===== src/design/rdg_pkg.sv =====
// Shared types, codes and constants for the radar detection gate and scan counter.
package rdg_pkg;

   // Fixed field widths
   localparam int DATA_W     = 32;
   localparam int ID_W       = 8;
   localparam int OP_W       = 2;
   localparam int CNT_W      = 5;
   localparam int CSR_IDX_W  = 3;

   // Default scan capacities in packets
   localparam int NEAR_PACKETS_DEF = 18;
   localparam int FAR_PACKETS_DEF  = 12;

   // Event id ranges
   localparam logic [ID_W-1:0] NEAR_ID_LO = 8'd3;
   localparam logic [ID_W-1:0] NEAR_ID_HI = 8'd5;
   localparam logic [ID_W-1:0] FAR_ID_LO  = 8'd1;
   localparam logic [ID_W-1:0] FAR_ID_HI  = 8'd2;

   // Scan type select values
   localparam logic MODE_NEAR = 1'b0;
   localparam logic MODE_FAR  = 1'b1;

   // Register indexes
   localparam logic [CSR_IDX_W-1:0] CSR_MODE_SEL      = 3'd0;
   localparam logic [CSR_IDX_W-1:0] CSR_SNR_MIN       = 3'd1;
   localparam logic [CSR_IDX_W-1:0] CSR_AZIMUTH_MIN   = 3'd2;
   localparam logic [CSR_IDX_W-1:0] CSR_RANGE_MIN     = 3'd3;
   localparam logic [CSR_IDX_W-1:0] CSR_RADIAL_VEL_MIN = 3'd4;
   localparam logic [CSR_IDX_W-1:0] CSR_ELEVATION_MIN = 3'd5;
   localparam logic [CSR_IDX_W-1:0] CSR_CROSS_SEC_MIN = 3'd6;

   // Threshold reset values
   localparam logic signed [DATA_W-1:0] THR_ZERO = '0;
   localparam logic signed [DATA_W-1:0] THR_MOST_NEG = {1'b1, {(DATA_W-1){1'b0}}};

   typedef enum logic [OP_W-1:0] {
      OP_HEADER = 2'd0,
      OP_DETECT = 2'd1,
      OP_END    = 2'd2
   } op_type;

   typedef enum logic [1:0] {
      ST_NONE    = 2'd0,
      ST_APPEND  = 2'd1,
      ST_RESTART = 2'd2,
      ST_IGNORED = 2'd3
   } status_type;

   // Six detection values, also used for the six thresholds
   typedef struct packed {
      logic signed [DATA_W-1:0] snr;
      logic signed [DATA_W-1:0] azimuth;
      logic signed [DATA_W-1:0] range_value;
      logic signed [DATA_W-1:0] radial_velocity;
      logic signed [DATA_W-1:0] elevation;
      logic signed [DATA_W-1:0] cross_section;
   } sample_type;

   // One result beat
   typedef struct packed {
      logic              keep_detection;
      status_type        packet_status;
      logic              scan_complete;
      logic [DATA_W-1:0] scan_time;
   } rsp_type;

endpackage


===== src/design/rdg_gate.sv =====
// Threshold gate: a detection passes when all six values reach their minimums.
module rdg_gate
   import rdg_pkg::*;
(
   input  sample_type sample,
   input  sample_type thr,
   output logic       pass
);

   // Signed compare, value >= threshold, on every field
   assign pass = ($signed(sample.snr)             >= $signed(thr.snr))
              && ($signed(sample.azimuth)         >= $signed(thr.azimuth))
              && ($signed(sample.range_value)     >= $signed(thr.range_value))
              && ($signed(sample.radial_velocity) >= $signed(thr.radial_velocity))
              && ($signed(sample.elevation)       >= $signed(thr.elevation))
              && ($signed(sample.cross_section)   >= $signed(thr.cross_section));

endmodule


===== src/design/rdg_scan.sv =====
// Packet header tracking and per-type scan counters; builds the result of one item.
module rdg_scan
   import rdg_pkg::*;
#(
   parameter int NEAR_PACKETS = NEAR_PACKETS_DEF,
   parameter int FAR_PACKETS  = FAR_PACKETS_DEF
)
(
   input  logic              clock,
   input  logic              reset,
   input  logic              step,
   input  logic [OP_W-1:0]   op,
   input  logic [ID_W-1:0]   packet_id,
   input  logic [DATA_W-1:0] packet_time,
   input  logic              mode_sel,
   input  logic              det_pass,
   output rsp_type           result
);

   localparam logic [CNT_W-1:0] NEAR_CAP = CNT_W'(NEAR_PACKETS);
   localparam logic [CNT_W-1:0] FAR_CAP  = CNT_W'(FAR_PACKETS);

   // Scan state, index 0 near, 1 far
   logic [DATA_W-1:0] start_ff [2];
   logic [DATA_W-1:0] start_in [2];
   logic [CNT_W-1:0]  count_ff [2];
   logic [CNT_W-1:0]  count_in [2];

   // Current packet header
   logic [DATA_W-1:0] hdr_time_ff, hdr_time_in;
   logic              hdr_far_ff, hdr_far_in;
   logic              hdr_acc_ff, hdr_acc_in;

   logic              is_near, is_far;
   logic              t;
   logic [CNT_W-1:0]  cap;
   logic [CNT_W-1:0]  cnt;
   logic [CNT_W-1:0]  cnt_inc;
   logic [DATA_W-1:0] eff_start;

   always_comb begin
      is_near   = packet_id inside {[NEAR_ID_LO:NEAR_ID_HI]};
      is_far    = packet_id inside {[FAR_ID_LO:FAR_ID_HI]};
      t         = hdr_far_ff;
      cap       = t ? FAR_CAP : NEAR_CAP;
      cnt       = count_ff[t];
      cnt_inc   = cnt + CNT_W'(1);
      // an unset start time takes the header time
      eff_start = (start_ff[t] == '0) ? hdr_time_ff : start_ff[t];
   end

   // Next state and result
   always_comb begin
      start_in[0] = start_ff[0];
      start_in[1] = start_ff[1];
      count_in[0] = count_ff[0];
      count_in[1] = count_ff[1];
      hdr_time_in = hdr_time_ff;
      hdr_far_in  = hdr_far_ff;
      hdr_acc_in  = hdr_acc_ff;
      result      = '0;
      case (op)
         OP_HEADER: begin
            hdr_time_in = packet_time;
            hdr_far_in  = is_far;
            hdr_acc_in  = (is_near && mode_sel == MODE_NEAR)
                       || (is_far && mode_sel == MODE_FAR);
         end
         OP_DETECT: begin
            result.keep_detection = hdr_acc_ff && det_pass;
         end
         OP_END: begin
            if (!hdr_acc_ff) begin
               result.packet_status = ST_IGNORED;
            end else begin
               hdr_acc_in = 1'b0;
               if (cnt != cap && hdr_time_ff == eff_start) begin
                  // same scan: append
                  result.packet_status = ST_APPEND;
                  result.scan_time     = eff_start;
                  if (cnt_inc == cap) begin
                     result.scan_complete = 1'b1;
                     count_in[t] = '0;
                     start_in[t] = '0;
                  end else begin
                     count_in[t] = cnt_inc;
                     start_in[t] = eff_start;
                  end
               end else begin
                  // new timestamp or full count: restart with this packet
                  result.packet_status = ST_RESTART;
                  result.scan_time     = hdr_time_ff;
                  count_in[t] = CNT_W'(1);
                  start_in[t] = hdr_time_ff;
               end
            end
         end
         default: begin
         end
      endcase
   end

   always_ff @(posedge clock) begin
      if (reset) begin
         start_ff[0] <= '0;
         start_ff[1] <= '0;
         count_ff[0] <= '0;
         count_ff[1] <= '0;
         hdr_time_ff <= '0;
         hdr_far_ff  <= 1'b0;
         hdr_acc_ff  <= 1'b0;
      end else if (step) begin
         start_ff[0] <= start_in[0];
         start_ff[1] <= start_in[1];
         count_ff[0] <= count_in[0];
         count_ff[1] <= count_in[1];
         hdr_time_ff <= hdr_time_in;
         hdr_far_ff  <= hdr_far_in;
         hdr_acc_ff  <= hdr_acc_in;
      end
   end

endmodule


===== src/design/radar_detection_gate_and_scan_counter_core.sv =====
// Radar detection gate and scan counter: input register, gate and scan logic, result register.
//
// Usage:
//   req_* carries one item per beat: op selects packet header, detection or end mark.
//   rsp_* returns exactly one result beat per request beat, in order.
//   csr_* writes the scan mode and the six detection thresholds; write only while idle.
// Path: an accepted request is held in the input register and, once the result register is
//   free, goes through one pass of compare and counter logic into the result register.
// Throughput: one beat per cycle while the result side does not stall; the single pass through
//   the gate and the scan counter update sets the rate.
// Stall: when rsp_stall holds a result, the input register can still take one more beat;
//   req_stall rises only when both the input and the result registers are full.
// Reset: synchronous, clears both valid flags, the scan counters and start times, the
//   current header, and loads the default scan mode (near) and thresholds.
module radar_detection_gate_and_scan_counter_core
   import rdg_pkg::*;
#(
   parameter int NEAR_PACKETS = NEAR_PACKETS_DEF,
   parameter int FAR_PACKETS  = FAR_PACKETS_DEF
)
(
   input  logic                     clock,
   input  logic                     reset,
   // configuration
   input  logic                     csr_write_en,
   input  logic [CSR_IDX_W-1:0]     csr_index,
   input  logic [DATA_W-1:0]        csr_data,
   // request channel
   input  logic                     req_valid,
   output logic                     req_stall,
   input  logic [OP_W-1:0]          req_op,
   input  logic [ID_W-1:0]          req_packet_id,
   input  logic [DATA_W-1:0]        req_packet_time,
   input  logic signed [DATA_W-1:0] req_snr,
   input  logic signed [DATA_W-1:0] req_azimuth,
   input  logic signed [DATA_W-1:0] req_range_value,
   input  logic signed [DATA_W-1:0] req_radial_velocity,
   input  logic signed [DATA_W-1:0] req_elevation,
   input  logic signed [DATA_W-1:0] req_cross_section,
   // result channel
   output logic                     rsp_valid,
   input  logic                     rsp_stall,
   output logic                     rsp_keep_detection,
   output logic [1:0]               rsp_packet_status,
   output logic                     rsp_scan_complete,
   output logic [DATA_W-1:0]        rsp_scan_time
);

   // Configuration registers
   logic       mode_sel_ff;
   sample_type thr_ff;

   always_ff @(posedge clock) begin
      if (reset) begin
         mode_sel_ff            <= MODE_NEAR;
         thr_ff.snr             <= THR_ZERO;
         thr_ff.azimuth         <= THR_MOST_NEG;
         thr_ff.range_value     <= THR_ZERO;
         thr_ff.radial_velocity <= THR_MOST_NEG;
         thr_ff.elevation       <= THR_MOST_NEG;
         thr_ff.cross_section   <= THR_MOST_NEG;
      end else if (csr_write_en) begin
         case (csr_index)
            CSR_MODE_SEL:       mode_sel_ff            <= csr_data[0];
            CSR_SNR_MIN:        thr_ff.snr             <= csr_data;
            CSR_AZIMUTH_MIN:    thr_ff.azimuth         <= csr_data;
            CSR_RANGE_MIN:      thr_ff.range_value     <= csr_data;
            CSR_RADIAL_VEL_MIN: thr_ff.radial_velocity <= csr_data;
            CSR_ELEVATION_MIN:  thr_ff.elevation       <= csr_data;
            CSR_CROSS_SEC_MIN:  thr_ff.cross_section   <= csr_data;
            default: begin
            end
         endcase
      end
   end

   // Handshake
   logic in_valid_ff, in_valid_in;
   logic rsp_valid_ff, rsp_valid_in;
   logic out_free;
   logic advance;
   logic accept;

   assign out_free  = !rsp_valid_ff || !rsp_stall;
   assign advance   = in_valid_ff && out_free;
   assign req_stall = in_valid_ff && !out_free;
   assign accept    = req_valid && !req_stall;

   always_comb begin
      if (accept) begin
         in_valid_in = 1'b1;
      end else if (advance) begin
         in_valid_in = 1'b0;
      end else begin
         in_valid_in = in_valid_ff;
      end
      if (advance) begin
         rsp_valid_in = 1'b1;
      end else if (!rsp_stall) begin
         rsp_valid_in = 1'b0;
      end else begin
         rsp_valid_in = rsp_valid_ff;
      end
   end

   always_ff @(posedge clock) begin
      if (reset) begin
         in_valid_ff  <= 1'b0;
         rsp_valid_ff <= 1'b0;
      end else begin
         in_valid_ff  <= in_valid_in;
         rsp_valid_ff <= rsp_valid_in;
      end
   end

   // Input register
   logic [OP_W-1:0]   op_ff;
   logic [ID_W-1:0]   packet_id_ff;
   logic [DATA_W-1:0] packet_time_ff;
   sample_type        sample_ff;

   always_ff @(posedge clock) begin
      if (accept) begin
         op_ff                     <= req_op;
         packet_id_ff              <= req_packet_id;
         packet_time_ff            <= req_packet_time;
         sample_ff.snr             <= req_snr;
         sample_ff.azimuth         <= req_azimuth;
         sample_ff.range_value     <= req_range_value;
         sample_ff.radial_velocity <= req_radial_velocity;
         sample_ff.elevation       <= req_elevation;
         sample_ff.cross_section   <= req_cross_section;
      end
   end

   // Gate and scan logic
   logic    det_pass;
   rsp_type result;

   rdg_gate u_gate (
      .sample (sample_ff),
      .thr    (thr_ff),
      .pass   (det_pass)
   );

   rdg_scan #(
      .NEAR_PACKETS (NEAR_PACKETS),
      .FAR_PACKETS  (FAR_PACKETS)
   ) u_scan (
      .clock       (clock),
      .reset       (reset),
      .step        (advance),
      .op          (op_ff),
      .packet_id   (packet_id_ff),
      .packet_time (packet_time_ff),
      .mode_sel    (mode_sel_ff),
      .det_pass    (det_pass),
      .result      (result)
   );

   // Result register
   rsp_type rsp_ff;

   always_ff @(posedge clock) begin
      if (advance) begin
         rsp_ff <= result;
      end
   end

   assign rsp_valid          = rsp_valid_ff;
   assign rsp_keep_detection = rsp_ff.keep_detection;
   assign rsp_packet_status  = rsp_ff.packet_status;
   assign rsp_scan_complete  = rsp_ff.scan_complete;
   assign rsp_scan_time      = rsp_ff.scan_time;

endmodule


===== config.mk =====
export PLATFORM = sky130hd
export DESIGN_NAME = radar_detection_gate_and_scan_counter_core
export DESIGN_NICKNAME = d
export VERILOG_FILES = /design/src/design/rdg_pkg.sv /design/src/design/rdg_gate.sv /design/src/design/rdg_scan.sv /design/src/design/radar_detection_gate_and_scan_counter_core.sv
export SDC_FILE = /design/constraint.sdc
export NUM_CORES = 1
export LEC_CHECK = 0
export BUFFER_PORTS_ARGS = -buffer_cell sky130_fd_sc_hd__clkbuf_2
export CAP_MARGIN = 25
export CORE_UTILIZATION = 63
export CTS_CLUSTER_DIAMETER = 30
export DETAILED_ROUTE_END_ITERATION = 10
export MAX_ROUTING_LAYER = met4
export PLACE_DENSITY = 0.85
export SYNTH_ARGS = -nofsm -noshare
export SYNTH_HDL_FRONTEND = slang
export SYNTH_SLANG_ARGS = --single-unit

===== constraint.sdc =====
create_clock -name clock -period 26.5 [get_ports clock]
set_clock_uncertainty 0.15 [all_clocks]
set_input_delay 5.3 -clock clock [delete_from_list [all_inputs] [get_ports clock]]
set_output_delay 5.3 -clock clock [all_outputs]
set_load 0.02 [all_outputs]

==> key figures <==
Clock tree
  – CTS tree: yes
  – # H-tree levels: 3
  – Num Clock Sinks: 574
  – Clock Latency Late Sink: approximately 0.64 ns
  – Root Buffer: clkbuf_16
  – Reg clk slew, reported paths: about 0.05 ns
  – CTS Buf Count: 102
  – Post-CTS Hold Buffers: 0
  – Postcts setup bufs: 0
  – Quantity of gates resized following cts: 0
  – Longest Clk Path Bufs: 3

Power
  – Clock power share: between 50 and 60%
  – Register share of total power: between 40% and 50%
  – Pleak: about 12 nW
  – Switching share of power: roughly a quarter
  – Internal: approximately 1.9 mW
  – Max IR drop VDD: approximately 0.066 mV
  – P_sw: slightly above 0.6 mW
  – PwrDens: ~77 nW/um^2
  – Power share of the combinational group: around 6.5%

STA
  – Final period utilization: a little over two fifths
  – Fin. Hold Viols: 0
  – RSZ-0062 raised after global routing: no
  – # setup viols final: 0
  – Setup TNS Final: 0 ns
  – Tightest Pin Transition: 1.05 ns
  – Slew Viols, Final: 0
  – Hold Worst Slack: 0.305 ns
  – Fin crit period: roughly 11 ns
  – F_max: 88.1 MHz
  – Max transition margin: a little under a third

Critical path
  – Worst Setup Start Kind: primary input
  – Crit path kind: in -> out
  – Crit path largest cell delay: between 0.2 and 0.3 ns
  – CP arrival: approximately 5.9 ns
  – Most used cell, CP: clkbuf_2
  – Slowest library cell on the worst path: and3_1
  – Top fanout value on the critical path: 3
  – Req. time, crit path: around 21 ns
  – Crit. End Element: output port
  – Crit-path cells: clkbuf_2 > and3_1 > clkbuf_2

GRT
  – First-pass GRT wire length: roughly 120 mm
  – Met2 Use GR: a little over 60%
  – Maximum number of pins on one net before global-route repair: roughly 120
  – Antenna violations before repair: 5
  – Number of global-route vias before repair: 22000
  – Met1 Resource Use GR: 43.5%
  – Grt peak-use layer: met2
  – Overall Global Routing Usage: 37.8%
  – GR met3 Demand/Resource: under 10%
  – Grt total ovfl: 0

Logic synthesis
  – Post-Synthesis Cells: between 2000 and 3000
  – Most used flip-flop cell after synthesis: edfxtp_1
  – Mapped cell area: about 26000 sq um
  – Post-synthesis register bit count: 574
  – Share of the synthesized area in the top cell type: 39.3%
  – Syn_nets: approximately 3000
  – Yosys synthesis warning count: 0
  – Sequential-to-total area share from yosys stat: a little under three fifths
  – Most area-consuming cells after synthesis: edfxtp_1, dfxtp_1, ha_1
  – Fraction of registers with async set/reset: 0%
  – Netlist cell types: between 50 and 60
  – Dominant cell type by area after synthesis: edfxtp_1
  – EDFF count, synth: 344
  – Mean Syn Cell Area: 10.2 sq um

Layout
  – Post-route cell area: roughly 32000 sq um
  – Layout net count: about 3400
  – Most common cell after layout, fill and taps aside: nand2_1
  – Area growth, synth to finish: 21.5%
  – Most frequent cells in the layout: nand2_1, edfxtp_1, a21oi_1
  – Share of cells above drive strength 1: ~18%

Min path
  – Hold Path Class: reg -> reg

Floorplanning
  – # rows: 74
  – Die area: 42500 sq um
  – I/O Pins: ~310
  – Die H: between 200 and 250 microns
  – Core Region: 41000 sq um
  – Die Width: roughly 210 microns
  – Initial Util: 64.1%

Flow run
  – Maxcap violations: 0

Run status
  – Failing checks: design-rule violations
  – Status: finished, violations left

Routing
  – 1st-iter DRT viols: about 2500
  – Vias per std cell: approximately 6.2
  – Final WL: roughly 78 mm
  – Pre-antenna DRT Iters: 9
  – ANT nets after route: 0
  – Routed len/inst: 22.1 microns
  – Vias: 21900
  – # DRC: 14

Placement
  – Placed cell areas: ~28000 sq um
  – Routability cong.: roughly 0.97
  – IO buf count: between 300 and 400
  – HPWL after DPL: roughly 50 mm
metrics by stage:
step                      instances  setup WS, ns  util, %  total power [mW]
after floorplan                2578          9.70        -              1.10
after global placement         3322         15.21     68.9              1.16
after detailed placement       3328         15.19     69.2              1.17
after CTS                      3522         15.14     77.6              2.45
after global routing           3530         15.12     77.9              2.52
final                          3530         15.14     77.9              2.45
power by group through the flow:
stage	Sequential, mW	Clock [mW]	Combinational, mW
finish	1.01	1.29	0.160
detailed placement	1.02	0	0.150
global route	1.01	1.34	0.172
CTS	1.00	1.29	0.155
global placement	1.02	0	0.140
floorplan	1.02	0	0.0824
cells by family (layout without fill, tap and decap cells):
| kind of cell | Yosys count | after routing | synth area share, % |
|---|---|---|---|
| XOR/XNOR | 6 | 6 | 0.200 |
| buffers and inverters | 328 | 744 | 4.81 |
| other | 0 | 4 | 0 |
| flip-flops | 574 | 574 | 56.8 |
| multiplexers | 43 | 43 | 1.66 |
| AND/OR/NAND/NOR | 875 | 875 | 14.4 |
| adder cells (fa/ha/maj) | 193 | 193 | 9.19 |
| AO/OA/AOI/OAI | 559 | 559 | 12.9 |
layer usage:
layer,wire [microns],up-vias
met2,37500,1444
met4,5160,0
li1,-,9808
met5,0,-
met3,7940,358
met1,27400,10300
final timing paths:
kind	from	slack [ns]	depth (start not counted)	endpoint
hold reg to reg	thr_ff[130]	0.31	2	thr_ff[130]
hold / removal	thr_ff[130]	0.31	2	thr_ff[130]
setup reg to reg	register	21.77	9	u_scan.count_ff[0][3]
setup / recovery	rsp_stall	15.14	3	req_stall
synth_stat cells (all sizes together), types with 5 or more instances:
| master | instances |
|---|---|
| a2111oi | 7 |
| a211oi | 37 |
| a21o | 34 |
| a21oi | 319 |
| a22oi | 40 |
| a31oi | 12 |
| a32oi | 24 |
| and2 | 32 |
| and3 | 8 |
| buf | 14 |
| clkbuf | 107 |
| dfxtp | 230 |
| edfxtp | 344 |
| ha | 193 |
| inv | 207 |
| mux2i | 39 |
| nand2 | 584 |
| nand2b | 15 |
| nand3 | 37 |
| nand3b | 10 |
| nand4 | 39 |
| nor2 | 78 |
| nor2b | 11 |
| nor3 | 21 |
| nor4 | 20 |
| o211ai | 6 |
| o21ai | 21 |
| o22ai | 20 |
| or3 | 5 |
sequential cells by signal, indices dropped and copies added (netlist names), named ones only:
signal              count
sample_ff             192
thr_ff                192
u_scan.start_ff        64
packet_time_ff         32
rsp_scan_time          32
u_scan.hdr_time_ff     32
u_scan.count_ff        10
packet_id_ff            8
op_ff                   2
rsp_packet_status       2
in_valid_ff             1
mode_sel_ff             1
rsp_keep_detection      1
rsp_scan_complete       1
rsp_valid               1
u_scan.hdr_acc_ff       1
u_scan.hdr_far_ff       1
area by class of cell:
class                      count  area (sq um)
clock buffer                 131          2870
fill                        2433          9070
tap                          532           666
multi-input combinational   1676         10100
antenna                        4          10.0
clock inverter                63           612
timing repair buffer         343          1940
inverter                     207           777
sequential                   574         14900
worst max-delay path: cells and delay by family:
family	cells	cell delay, ns
buffers and inverters	2	0.33
AND/OR/NAND/NOR	1	0.27
(Power assumes the default switching activity.)
